$ cat config.mk
export PLATFORM = sky130hd
export DESIGN_NAME = substring_find_stream
export DESIGN_NICKNAME = d
export VERILOG_FILES = /design/src/rtl/core/sfs_pkg.sv /design/src/rtl/core/substring_find_stream.sv
export SDC_FILE = /design/constraint.sdc
export NUM_CORES = 1
export LEC_CHECK = 0
export ABC_CLOCK_PERIOD_IN_PS = 6900
export BUFFER_PORTS_ARGS = -buffer_cell sky130_fd_sc_hd__buf_2
export CORE_MARGIN = 4
export CORE_UTILIZATION = 57
export DETAILED_ROUTE_END_ITERATION = 6
export HOLD_SLACK_MARGIN = 0.03
export PLACE_DENSITY = 0.72
export SETUP_SLACK_MARGIN = 0.15
export SLEW_MARGIN = 25
export SYNTH_ARGS = -nofsm -noshare
export SYNTH_HDL_FRONTEND = slang
export SYNTH_SLANG_ARGS = --single-unit
$ cat constraint.sdc
create_clock -name clk -period 6.9 [get_ports clk]
set_input_delay 0.69 -clock clk [delete_from_list [all_inputs] [get_ports clk]]
set_output_delay 0.69 -clock clk [all_outputs]
set_load 0.02 [all_outputs]
$ cat src/rtl/core/sfs_pkg.sv
`timescale 1ns / 1ps
// Package for the streaming substring search block.
// Holds sizing constants, register addresses and the ASCII case-fold helper.
package sfs_pkg;

    localparam int MAX_NEEDLE       = 16;
    localparam int OFFSET_BITS      = 32;
    localparam int NEEDLE_REG_BYTES = 16;
    localparam int LEN_W            = 5;
    localparam int OUT_OFFSET_W     = 32;
    localparam int DATA_W           = 64;
    localparam int ADDR_W           = 5;

    typedef logic [OFFSET_BITS-1:0] offset_t;
    typedef logic [7:0]             byte_t;

    typedef enum logic [1:0] {
        REG_NEEDLE_LENGTH = 2'd0,
        REG_FOLD_CASE     = 2'd1,
        REG_NEEDLE_LOW    = 2'd2,
        REG_NEEDLE_HIGH   = 2'd3
    } reg_index_t;

    function automatic byte_t fold_byte(input logic fold, input byte_t b);
        byte_t r;
        r = b;
        if (fold && (b >= 8'h41) && (b <= 8'h5A))
        begin
            r = b + 8'h20;
        end
        return r;
    endfunction

endpackage

$ cat src/rtl/core/substring_find_stream.sv
`timescale 1ns / 1ps
// Streaming substring search: top level with register file and match logic.
// Depends on sfs_pkg.
//
// Usage:
//   Input channel (in_valid / in_stall) carries one haystack byte per item
//   with carries_byte and last flags. An item with carries_byte low carries
//   no byte; when last is high it ends the haystack, which may be empty.
//   Output channel (out_valid / out_stall) gives one result per haystack,
//   on the item that has last high: found, match_offset, length_overflow.
//   Throughput is one item per cycle unless the receiver stalls; the window
//   compare against the needle is parallel combinational logic between the
//   input register and the result register that holds each result.
//   Reset clears the needle registers, the window, the byte counter and both
//   pipeline valid flags. When the receiver stalls, the held result stays in
//   the output register; one more item waits in the input register, and then
//   in_stall rises until the result is taken.
//   Configure over the APB port only while no haystack is in flight.
module substring_find_stream
(
    input  logic                                clk,
    input  logic                                rst_n,
    input  logic                                in_valid,
    output logic                                in_stall,
    input  logic [7:0]                          data_byte,
    input  logic                                carries_byte,
    input  logic                                last,
    output logic                                out_valid,
    input  logic                                out_stall,
    output logic                                found,
    output logic [sfs_pkg::OUT_OFFSET_W-1:0]    match_offset,
    output logic                                length_overflow,
    input  logic                                psel,
    input  logic                                penable,
    input  logic                                pwrite,
    input  logic [sfs_pkg::ADDR_W-1:0]          paddr,
    input  logic [sfs_pkg::DATA_W-1:0]          pwdata,
    output logic [sfs_pkg::DATA_W-1:0]          prdata,
    output logic                                pready
);

    localparam sfs_pkg::offset_t COUNT_MAX = {sfs_pkg::OFFSET_BITS{1'b1}};

    logic [sfs_pkg::LEN_W-1:0]   needle_length_reg;
    logic                        fold_case_reg;
    logic [63:0]                 needle_low_reg;
    logic [63:0]                 needle_high_reg;
    sfs_pkg::reg_index_t         reg_sel;
    logic                        cfg_write;

    logic                        s1_valid_reg;
    logic                        s1_valid_next;
    sfs_pkg::byte_t              s1_byte_reg;
    logic                        s1_carries_reg;
    logic                        s1_last_reg;

    sfs_pkg::byte_t              window_reg [sfs_pkg::MAX_NEEDLE];
    sfs_pkg::byte_t              window_next [sfs_pkg::MAX_NEEDLE];
    sfs_pkg::offset_t            count_reg;
    sfs_pkg::offset_t            count_next;
    logic                        seen_reg;
    logic                        seen_next;
    sfs_pkg::offset_t            first_reg;
    sfs_pkg::offset_t            first_next;
    logic                        sat_reg;
    logic                        sat_next;

    logic                        out_valid_reg;
    logic                        out_valid_next;
    logic                        found_reg;
    logic                        found_next;
    logic [sfs_pkg::OUT_OFFSET_W-1:0] offset_reg;
    logic [sfs_pkg::OUT_OFFSET_W-1:0] offset_next;
    logic                        ovf_reg;
    logic                        ovf_next;

    logic                        advance;
    logic                        consume;
    logic                        in_accept;
    logic [sfs_pkg::LEN_W-1:0]   n_used;
    logic [8*sfs_pkg::NEEDLE_REG_BYTES-1:0] needle_vec;
    sfs_pkg::byte_t              shifted [sfs_pkg::MAX_NEEDLE];
    logic                        window_hit;

    // Configuration port
    assign pready    = 1'b1;
    assign reg_sel   = sfs_pkg::reg_index_t'(paddr[4:3]);
    assign cfg_write = psel && penable && pwrite;

    always_comb
    begin
        case (reg_sel)
            sfs_pkg::REG_NEEDLE_LENGTH:
                prdata = {{(sfs_pkg::DATA_W-sfs_pkg::LEN_W){1'b0}}, needle_length_reg};
            sfs_pkg::REG_FOLD_CASE:
                prdata = {{(sfs_pkg::DATA_W-1){1'b0}}, fold_case_reg};
            sfs_pkg::REG_NEEDLE_LOW:
                prdata = needle_low_reg;
            sfs_pkg::REG_NEEDLE_HIGH:
                prdata = needle_high_reg;
            default:
                prdata = '0;
        endcase
    end

    always_ff @(posedge clk or negedge rst_n)
    begin
        if (!rst_n)
        begin
            needle_length_reg <= '0;
            fold_case_reg     <= 1'b0;
            needle_low_reg    <= '0;
            needle_high_reg   <= '0;
        end
        else if (cfg_write)
        begin
            case (reg_sel)
                sfs_pkg::REG_NEEDLE_LENGTH: needle_length_reg <= pwdata[sfs_pkg::LEN_W-1:0];
                sfs_pkg::REG_FOLD_CASE:     fold_case_reg     <= pwdata[0];
                sfs_pkg::REG_NEEDLE_LOW:    needle_low_reg    <= pwdata[63:0];
                sfs_pkg::REG_NEEDLE_HIGH:   needle_high_reg   <= pwdata[63:0];
                default:                    fold_case_reg     <= fold_case_reg;
            endcase
        end
    end

    // Handshake
    assign advance   = !(out_valid_reg && out_stall);
    assign consume   = s1_valid_reg && advance;
    assign in_stall  = s1_valid_reg && !advance;
    assign in_accept = in_valid && !in_stall;

    assign out_valid       = out_valid_reg;
    assign found           = found_reg;
    assign match_offset    = offset_reg;
    assign length_overflow = ovf_reg;

    // Window compare
    assign n_used = (int'(needle_length_reg) > sfs_pkg::MAX_NEEDLE) ?
                    sfs_pkg::LEN_W'(sfs_pkg::MAX_NEEDLE) : needle_length_reg;
    assign needle_vec = {needle_high_reg, needle_low_reg};

    always_comb
    begin
        logic [sfs_pkg::LEN_W-1:0] idx;
        sfs_pkg::byte_t            nb;
        window_hit = 1'b1;
        shifted[0] = s1_byte_reg;
        for (int k = 1; k < sfs_pkg::MAX_NEEDLE; k++)
        begin
            shifted[k] = window_reg[k-1];
        end
        for (int k = 0; k < sfs_pkg::MAX_NEEDLE; k++)
        begin
            idx = n_used - sfs_pkg::LEN_W'(k) - sfs_pkg::LEN_W'(1);
            nb  = '0;
            if (int'(idx) < sfs_pkg::NEEDLE_REG_BYTES)
            begin
                nb = needle_vec[{idx[3:0], 3'b000} +: 8];
            end
            if ((k < int'(n_used)) &&
                (sfs_pkg::fold_byte(fold_case_reg, shifted[k]) !=
                 sfs_pkg::fold_byte(fold_case_reg, nb)))
            begin
                window_hit = 1'b0;
            end
        end
    end

    // Per-haystack state and result
    always_comb
    begin
        logic take;
        s1_valid_next  = in_accept ? 1'b1 : (consume ? 1'b0 : s1_valid_reg);
        window_next    = window_reg;
        count_next     = count_reg;
        seen_next      = seen_reg;
        first_next     = first_reg;
        sat_next       = sat_reg;
        out_valid_next = out_valid_reg && out_stall;
        found_next     = found_reg;
        offset_next    = offset_reg;
        ovf_next       = ovf_reg;
        take           = consume && s1_carries_reg;

        if (take)
        begin
            if (count_reg == COUNT_MAX)
            begin
                sat_next = 1'b1;
            end
            else
            begin
                window_next = shifted;
                count_next  = count_reg + sfs_pkg::offset_t'(1);
                if ((n_used != '0) && !seen_reg && !sat_reg &&
                    (count_reg >= sfs_pkg::offset_t'(n_used - sfs_pkg::LEN_W'(1))) &&
                    window_hit)
                begin
                    seen_next  = 1'b1;
                    first_next = count_reg - sfs_pkg::offset_t'(n_used - sfs_pkg::LEN_W'(1));
                end
            end
        end

        if (consume && s1_last_reg)
        begin
            out_valid_next = 1'b1;
            ovf_next       = sat_next;
            if (n_used == '0)
            begin
                found_next  = 1'b1;
                offset_next = '0;
            end
            else
            begin
                found_next  = seen_next;
                offset_next = seen_next ? sfs_pkg::OUT_OFFSET_W'(first_next) : '0;
            end
            count_next = '0;
            seen_next  = 1'b0;
            first_next = '0;
            sat_next   = 1'b0;
        end
    end

    always_ff @(posedge clk or negedge rst_n)
    begin
        if (!rst_n)
        begin
            s1_valid_reg  <= 1'b0;
            out_valid_reg <= 1'b0;
            count_reg     <= '0;
            seen_reg      <= 1'b0;
            first_reg     <= '0;
            sat_reg       <= 1'b0;
            for (int k = 0; k < sfs_pkg::MAX_NEEDLE; k++)
            begin
                window_reg[k] <= '0;
            end
        end
        else
        begin
            s1_valid_reg  <= s1_valid_next;
            out_valid_reg <= out_valid_next;
            count_reg     <= count_next;
            seen_reg      <= seen_next;
            first_reg     <= first_next;
            sat_reg       <= sat_next;
            window_reg    <= window_next;
        end
    end

    always_ff @(posedge clk)
    begin
        if (in_accept)
        begin
            s1_byte_reg    <= data_byte;
            s1_carries_reg <= carries_byte;
            s1_last_reg    <= last;
        end
        found_reg  <= found_next;
        offset_reg <= offset_next;
        ovf_reg    <= ovf_next;
    end

endmodule

==> flow_summary.json <==
{
  "cp_max_fo": 66,
  "drive_above_1_share": 0.195,
  "path_clk_slew_ps": 60,
  "violations": "DRC",
  "setup_tns_ps": 0,
  "synth_top_area_share": 0.262,
  "place_congestion": 1.12,
  "clockRootBuffer": "clkbuf_16",
  "insertion_delay_ps": 590,
  "die_w_um": 240,
  "grt-ovfl-total": 0,
  "top_layer_used": "met5",
  "cts_resized": 0,
  "diodes": 0,
  "routed_via_density": 6.97,
  "antenna_found_initial": 5,
  "post-cts-setup-buffers": 0,
  "hold_path_class": "in -> async",
  "netlist_top_cells_count": "nand2_1, mux2i_1, dfrtp_1",
  "final_hold_viol_count": 0,
  "p_int_w": 0.00708,
  "peakVddDrop_mv": 0.292,
  "wl_met1_um": 47500,
  "drv_cap": 0,
  "area_growth_syn_to_layout_pct": 9.79,
  "finalSetupViolCount": 0,
  "drtIter0Drc": 3888,
  "critical_path_class": "reg -> reg",
  "setup_ws_ps": 878,
  "track_usage": 0.418,
  "cts_hold_buf": 0,
  "status": "finished, violations left",
  "met3_wirelength_um": 15100,
  "synth-main-ff-cell": "dfrtp_1",
  "swShare": 0.502,
  "first_pass_iters": 7,
  "seq_area_frac_synth": 0.305,
  "pwr-share-comb": 0.581,
  "detailedPlace.worstSlack_ps": 1070,
  "grt_pass1_vias": 27800,
  "io_pins": 187,
  "start_kind": "flip-flop",
  "wl_per_cell_um": 29.3,
  "synth_warnings": 0,
  "initial_core_util": 0.580,
  "cts_buffers": 40,
  "cp_cell_sequence": "buf_4 -> nor2b_4 -> inv_4 -> ha_2 -> inv_2 -> xnor2_4 -> buf_4 -> buf_4 -> mux2i_1 -> o22ai_1 -> a222oi_1 -> a211oi_1 -> o41ai_1 -> xnor2_1 -> a41oi_1 -> nor3_1 -> nand4_1 -> nor4b_4 -> buf_12 -> a31o_2",
  "slew_headroom": 0.238,
  "rsz0062_at_grt": "no",
  "largest_reg_flops": 120,
  "htreeDepth": 2,
  "rrSetupSlack_ps": 880,
  "power_density_nw_per_um2": 421,
  "r2r_cells": 20,
  "grt_pass1_wl_um": 181000,
  "die_h_um": 240,
  "ys_seq_elements": 366,
  "wl_um": 123000,
  "synth_area_um2": 30700,
  "ant_nets": 0,
  "cts_buffer_depth": 3,
  "vias": 29300,
  "dp_hpwl_um": 92500,
  "async_reset_ff_frac": 0.880,
  "fin_skew_ps": 18.1,
  "io_buffers": 182,
  "yosys.cell_count.top_type": "nand2_1",
  "slowest_stage": "a222oi_1",
  "drc_errors": 12,
  "yosys.area.top_type": "dfrtp_1",
  "synth_nets": 3542,
  "max_freq_mhz": 166,
  "nFillCells": 4399,
  "yosys-top-cells-area": "dfrtp_1, mux2i_1, nand2_1, mux2_2, mux4_2",
  "syn_avg_cell_area_um2": 9.09,
  "syn_inst": 3383,
  "crit-reg2reg-launch": "needle_length_reg[4]",
  "met2_length_um": 51200,
  "clkPwrFrac": 0.157,
  "fin_crit_ps": 6020,
  "slowest_delay_ps": 500,
  "synth_edf_count": 44,
  "leakage_nw": 15.6,
  "cts_tree": "yes",
  "die_area_um2": 57700,
  "utilization": 0.637,
  "drv_slew": 0,
  "p_switching_w": 0.00714,
  "final_nets": 3646,
  "grt_start_max_net_pins": 157,
  "coreArea_um2": 53000,
  "crit_top_cell": "buf_4",
  "required_ps": 7350,
  "yosys.cell_types.count": 100,
  "seq_power_share": 0.263,
  "rows": 84,
  "fin_crit_sh": 0.873,
  "cts_sinks": 366,
  "tightestPinTransition_ps": 1140,
  "r2r-end": "match_offset[12]",
  "cp.arrival_ps": 6470,
  "end_kind": "flip-flop"
}
==> metrics by stage <==
step / area (um^2) / cells / power, W / hold slack (ps)
final: 33700 / 4206 / 0.0142 / 135
after global routing: 33700 / 4206 / 0.0147 / 195
after CTS: 33700 / 4206 / 0.0139 / 150
after floorplan: 30700 / 3383 / 0.00863 / 394
after global placement: 32400 / 4133 / 0.0114 / 505
after detailed placement: 32400 / 4133 / 0.0116 / 516
==> worst max-delay path by stage <==
| stage | startpoint | to | slack [ps] |
|---|---|---|---|
| after floorplan | needle_length_reg[0] | match_offset[15] | 1030 |
| after global placement | needle_length_reg[4] | match_offset[10] | 1170 |
| after detailed placement | needle_length_reg[4] | match_offset[12] | 1070 |
| after CTS | needle_length_reg[4] | match_offset[8] | 1050 |
| after global routing | needle_length_reg[4] | first_reg[9] | 590 |
| final | needle_length_reg[4] | match_offset[12] | 880 |
==> power by group through the flow <==
| stage | Clock, W | Sequential (W) | Combinational [W] |
|---|---|---|---|
| CTS | 0.00225 | 0.00363 | 0.00797 |
| detailed placement | 0 | 0.00367 | 0.00793 |
| global route | 0.00232 | 0.00372 | 0.00870 |
| finish | 0.00223 | 0.00373 | 0.00825 |
| floorplan | 0 | 0.00308 | 0.00555 |
| global placement | 0 | 0.00365 | 0.00775 |
==> metal layers <==
layer  vias up  GRT usage
met5         -          0
met1     14400      0.556
li1      12600          -
met3       389      0.126
met4         4      0.253
met2      1897      0.600
==> worst max-delay path: cells and delay by family (launching register included) <==
family                     cells  cell delay (ps)
AOI/OAI and AO/OA              6             1830
DFF                            1              400
muxes                          1              230
xor gates and xnor gates       2              640
buffers and inverters          6             1570
adders and majority gates      1              260
and+or+nand+nor                4              830
==> logic make-up after synthesis <==
group,after synthesis,share of synthesized area
XOR/XNOR,179,0.0519
AO/OA/AOI/OAI,606,0.138
flip-flops,366,0.305
multiplexers,611,0.239
buffers and inverters,280,0.0412
adder cells (fa/ha/maj),75,0.0306
AND/OR/NAND/NOR,1265,0.194
other,1,0.000122
==> layout by cell type, fill, tap and decap left out, types with 80 or more instances in the layout <==
cell type	netlist	routed
a21oi_1	119	119
buf_2	51	180
buf_4	19	97
dfrtp_1	322	319
mux2_2	178	178
mux2i_1	350	350
mux4_2	80	80
nand2_1	602	601
nor2_1	187	186
o21ai_0	83	83
xnor2_1	100	100
==> area by class of cell <==
type,count,area [um^2],area share
Clock buffer,55,1170,0.0346
Clock inverter,18,181,0.00538
Inverter,58,225,0.00667
Multi-Input combinational cell,2737,20200,0.597
Sequential cell,366,9390,0.278
Tap cell,688,861,0.0255
Timing Repair Buffer,284,1760,0.0523
Note: power is estimated with default switching activity, not from simulation.
